[src/rtl/pvm_pkg.sv]
// Package for the PCM voice mixer: command codes, field widths, defaults and
// the control structs between the controller and the datapath.
// Depends on nothing.
`default_nettype none

package pvm_pkg;

	localparam int VOICES_DEFAULT = 8;
	localparam int SAMPLE_ADDR_BITS_DEFAULT = 16;

	localparam int CMD_W = 2;
	localparam int VOICE_W = 3;
	localparam int ADDR_W = 16;
	localparam int LEN_W = 17;
	localparam int BYTE_W = 8;
	localparam int MIX_W = 16;
	localparam int STEP_W = 18;
	localparam int PEAK = 32767;

	typedef enum logic [CMD_W-1:0] {
		CMD_TICK  = 2'd0,
		CMD_WRITE = 2'd1,
		CMD_START = 2'd2,
		CMD_STOP  = 2'd3
	} cmd_code_t;

	typedef struct packed {
		logic capture;
		logic exec;
		logic issue;
		logic load;
	} dp_cmd_t;

	typedef struct packed {
		logic last_voice;
	} dp_status_t;

endpackage

`default_nettype wire

[src/rtl/pvm_ctrl.sv]
// Controller state machine of the PCM voice mixer: sequences each request
// and owns the result valid flag. Depends on pvm_pkg.
`default_nettype none

module pvm_ctrl
	import pvm_pkg::*;
(
	input  wire logic             clk,
	input  wire logic             arst_n,
	input  wire logic             req_valid,
	input  wire logic [CMD_W-1:0] req_command,
	output logic                  req_ready,
	output logic                  res_valid,
	input  wire logic             res_ready,
	output dp_cmd_t               dp_cmd,
	input  wire dp_status_t       dp_status
);

	typedef enum logic [2:0] {
		ST_IDLE,
		ST_EXEC,
		ST_TICK,
		ST_DRAIN,
		ST_DONE
	} state_t;

	state_t state_q;
	logic   out_valid_q;
	logic   accept;
	logic   load_ok;

	assign req_ready = (state_q == ST_IDLE);
	assign accept = req_valid && req_ready;
	assign load_ok = (state_q == ST_DONE) && (!out_valid_q || res_ready);
	assign res_valid = out_valid_q;

	always_comb begin
		dp_cmd.capture = accept;
		dp_cmd.exec = (state_q == ST_EXEC);
		dp_cmd.issue = (state_q == ST_TICK);
		dp_cmd.load = load_ok;
	end

	always_ff @(posedge clk or negedge arst_n) begin
		if (!arst_n) begin
			state_q <= ST_IDLE;
			out_valid_q <= 1'b0;
		end else begin
			if (load_ok) begin
				out_valid_q <= 1'b1;
			end else if (res_ready) begin
				out_valid_q <= 1'b0;
			end
			case (state_q)
				ST_IDLE: begin
					if (accept) begin
						state_q <= (req_command == CMD_TICK) ? ST_TICK : ST_EXEC;
					end
				end
				ST_EXEC: begin
					state_q <= ST_DONE;
				end
				ST_TICK: begin
					if (dp_status.last_voice) begin
						state_q <= ST_DRAIN;
					end
				end
				ST_DRAIN: begin
					state_q <= ST_DONE;
				end
				ST_DONE: begin
					if (load_ok) begin
						state_q <= ST_IDLE;
					end
				end
				default: begin
					state_q <= ST_IDLE;
				end
			endcase
		end
	end

endmodule

`default_nettype wire

[config.mk]
export PLATFORM = sky130hd
export DESIGN_NAME = pvm_ctrl
export DESIGN_NICKNAME = d
export VERILOG_FILES = /design/src/rtl/pvm_pkg.sv /design/src/rtl/pvm_ctrl.sv
export SDC_FILE = /design/constraint.sdc
export NUM_CORES = 1
export LEC_CHECK = 0
export ABC_AREA = 1
export BUFFER_PORTS_ARGS = -buffer_cell sky130_fd_sc_hd__buf_2
export CORE_AREA = 2 2 39 41
export CTS_BUF_LIST = sky130_fd_sc_hd__clkbuf_16
export DETAILED_ROUTE_END_ITERATION = 8
export DIE_AREA = 0 0 41 43
export PLACE_DENSITY_LB_ADDON = 0.15
export SYNTH_ARGS = -nofsm -noshare
export SYNTH_HDL_FRONTEND = slang
export SYNTH_SLANG_ARGS = --single-unit
[constraint.sdc]
create_clock -name clk -period 1.1 [get_ports clk]
set_input_delay 0.165 -clock clk [delete_from_list [all_inputs] [get_ports clk]]
set_output_delay 0.165 -clock clk [all_outputs]
set_load 0.02 [all_outputs]
==> out/summary.txt <==
status: complete, but fails checks
drt drc: 0
RR Endpoint: state_q[1]
fin crit share: 1.158
top-count cell post-synth: inv_1
Die H: 43 microns
Cell Pwr Density: 3518 nW/um^2
CP peak stage delay: 430 ps
Setup Crit Path Kind: reg2out
DPL Wire Length: 489.8 microns
Initial DRC Count: 2
antenna cells: 0
Synth warnings: 0
Placement Setup Slack: 31.75 ps
synth unique cells: 14
post-route setup TNS: -745.7 ps
die area: 1763 sq um
CTS Buffer Depth: 2
VDD IR max: 1406 uV
grt ovf: 0
Critical Path Source: state_q[1]
Reg clk slew, reported paths: 30 ps
share of layout cells above drive strength 1: 0.5893
Syn Nets: 44
First-pass DRT Iterations: 3
CP arrival: 1110 ps
CP Capture Point: dp_cmd[3]
Max Clock Freq: 785.2 MHz
Die Width: 41 microns
FF-to-FF path depth: 6
Global Route Usage Sum: 0.1065
CP max-delay cell: dfrtp_2
Worst Tran Pin Value: 235.6 ps
I/O pin total: 13
Critical Path Source Type: register
CP Depth: 4
first-pass GRT wire length: 1131 microns
Tmin final: 1274 ps
final slew viol count: 0
post-route ant nets: 0
DR vias: 285
syn avg cell area: 7.237 sq um
placer's final routability congestion estimate: 0.7402
vias in the first global route: 274
share of the synthesized area in the top cell type: 0.3738
Fin. Hold Viols: 0
fin nets: 65
Vias per Instance: 3.958
Fin Clk Skew: 0.1793 ps
area leader, netlist: dfrtp_1
clock latency on the worst-skew pair: 220 ps
Synth-to-Final Area Change: 85.05%
CP endpoint kind: output pin
Root Driver: clkbuf_16
CP Cell Sequence: nor2_4, nand2_2, nor2_2, buf_4
Seq cells post-synth: 4
Relative slew margins: 0.8423
worst r2r src: state_q[1]
MaxCap Viol Count: 0
Core ar.: 1384 sq um
top_reg_cell synth: dfrtp_1
Post-Route WL: 695 microns
Core Rows: 14
initial antenna violation count: 0
total power: 1.743 mW
Post-synth EDFFs: 0
Buf+Inv Stages, Crit Path: 1
WL/cell: 9.653 microns
hold crit path type: in2reg
failing checks: setup timing
largest net degree at the start of global routing: 5
H-tree depth: 1
leakage power: 0.2778 nW
Mapped Cells: 37
Mapped Area: 267.8 sq um
post-synthesis sequential area ratio: 0.3738
final worst slack: -173.6 ps
synth cell count leaders: 9 x inv_1, 5 x nand2_1, 4 x dfrtp_1, 3 x nand3_1, 3 x nor2_1
register-to-register setup slack: -50 ps
cell family with most CP delay: flip-flops
Initial Util: 0.1935
unrepaired setup endpoints after global routing: yes
CP required: 940 ps
TritonCTS clock tree: yes
ranking of synthesized cells by area: dfrtp_1 37%, inv_1 13%, nand3_2 7.5%, nand2_1 7.0%, nand3_1 5.6%
TritonCTS Sinks: 4
critical path fanouts, max: 4
number of buffers created by CTS: 3
count of input and output buffers: 12
asr flop ratio synth: 1.000
Final Setup Violations: 7
-- routing by layer --
| metal | part of all wire | GRT usage |
|---|---|---|
| met1 | 0.38 | 0.1032 |
| met2 | 0.51 | 0.1469 |
| met3 | 0.065 | 0.04712 |
| met4 | 0.039 | 0.1200 |
| met5 | 0 | 0 |
-- logic make-up after synthesis --
logic type | Yosys count | share of synthesized area
flops | 4 | 0.3738
buf+inv | 12 | 0.1962
compound gates | 3 | 0.05606
simple gates | 18 | 0.3738
-- where the power goes --
| part | internal [mW] | leakage, nW | switching, mW |
|---|---|---|---|
| registers | 0.215 | 0.0504 | 0.0747 |
| logic | 0.408 | 0.190 | 0.486 |
| clock network | 0.464 | 0.0370 | 0.0963 |
-- registers in the layout, indices dropped and copies added, names as in the netlist --
name	count
state_q	3
res_valid	1
-- how the worst min path moves through the flow --
stage | from | to | slack (ps) | depth (start not counted)
6_report | res_ready | res_valid | 150 | 2
5_1_grt | res_ready | res_valid | 180 | 2
4_1_cts | res_ready | res_valid | 160 | 2
3_5_place_dp | arst_n | res_valid | -20 | 1
3_3_place_gp | arst_n | res_valid | -20 | 1
2_1_floorplan | arst_n | res_valid | -130 | 0
-- what timing repair did --
item | in CTS | in global routing
hold endpoints to repair | 4 | 0
setup endpoints to repair | 5 | 7
hold buffers | 1 | 0
setup buffers | 2 | 1
pin swaps | 1 | 3
resized for setup | 6 | 9
-- area by class of cell --
type / instances / area [sq um]
flip-flops and latches: 4 / 101.3
inverters: 10 / 37.54
clock buffers: 3 / 75.07
multi-input cells: 21 / 140.1
repair buffers: 18 / 121.4
well taps: 16 / 20.02
fillers: 162 / 888.4
-- placed cells by master, fill, tap and decap left out, drive strengths merged --
cell type | synthesis | routed
dfrtp | 4 | 4
nand4 | 2 | 2
nor2 | 5 | 5
dlygate4sd3 | 0 | 1
buf | 2 | 17
nor3 | 1 | 1
a21oi | 1 | 1
nand2 | 5 | 5
nand3 | 5 | 5
inv | 10 | 10
o21ai | 2 | 2
clkbuf | 0 | 3
-- stage by stage --
stage          hold WS, ps  cell area (sq um)  cells  utilization
5_1_grt              177.9              495.5     72       0.3580
2_1_floorplan       -130.6              267.8     37            -
3_3_place_gp        -21.38              347.8     65       0.2514
6_report             152.4              495.5     72       0.3580
3_5_place_dp        -24.22              347.8     65       0.2514
4_1_cts              155.9              461.7     71       0.3336
Power figures use the tool's default switching activity.
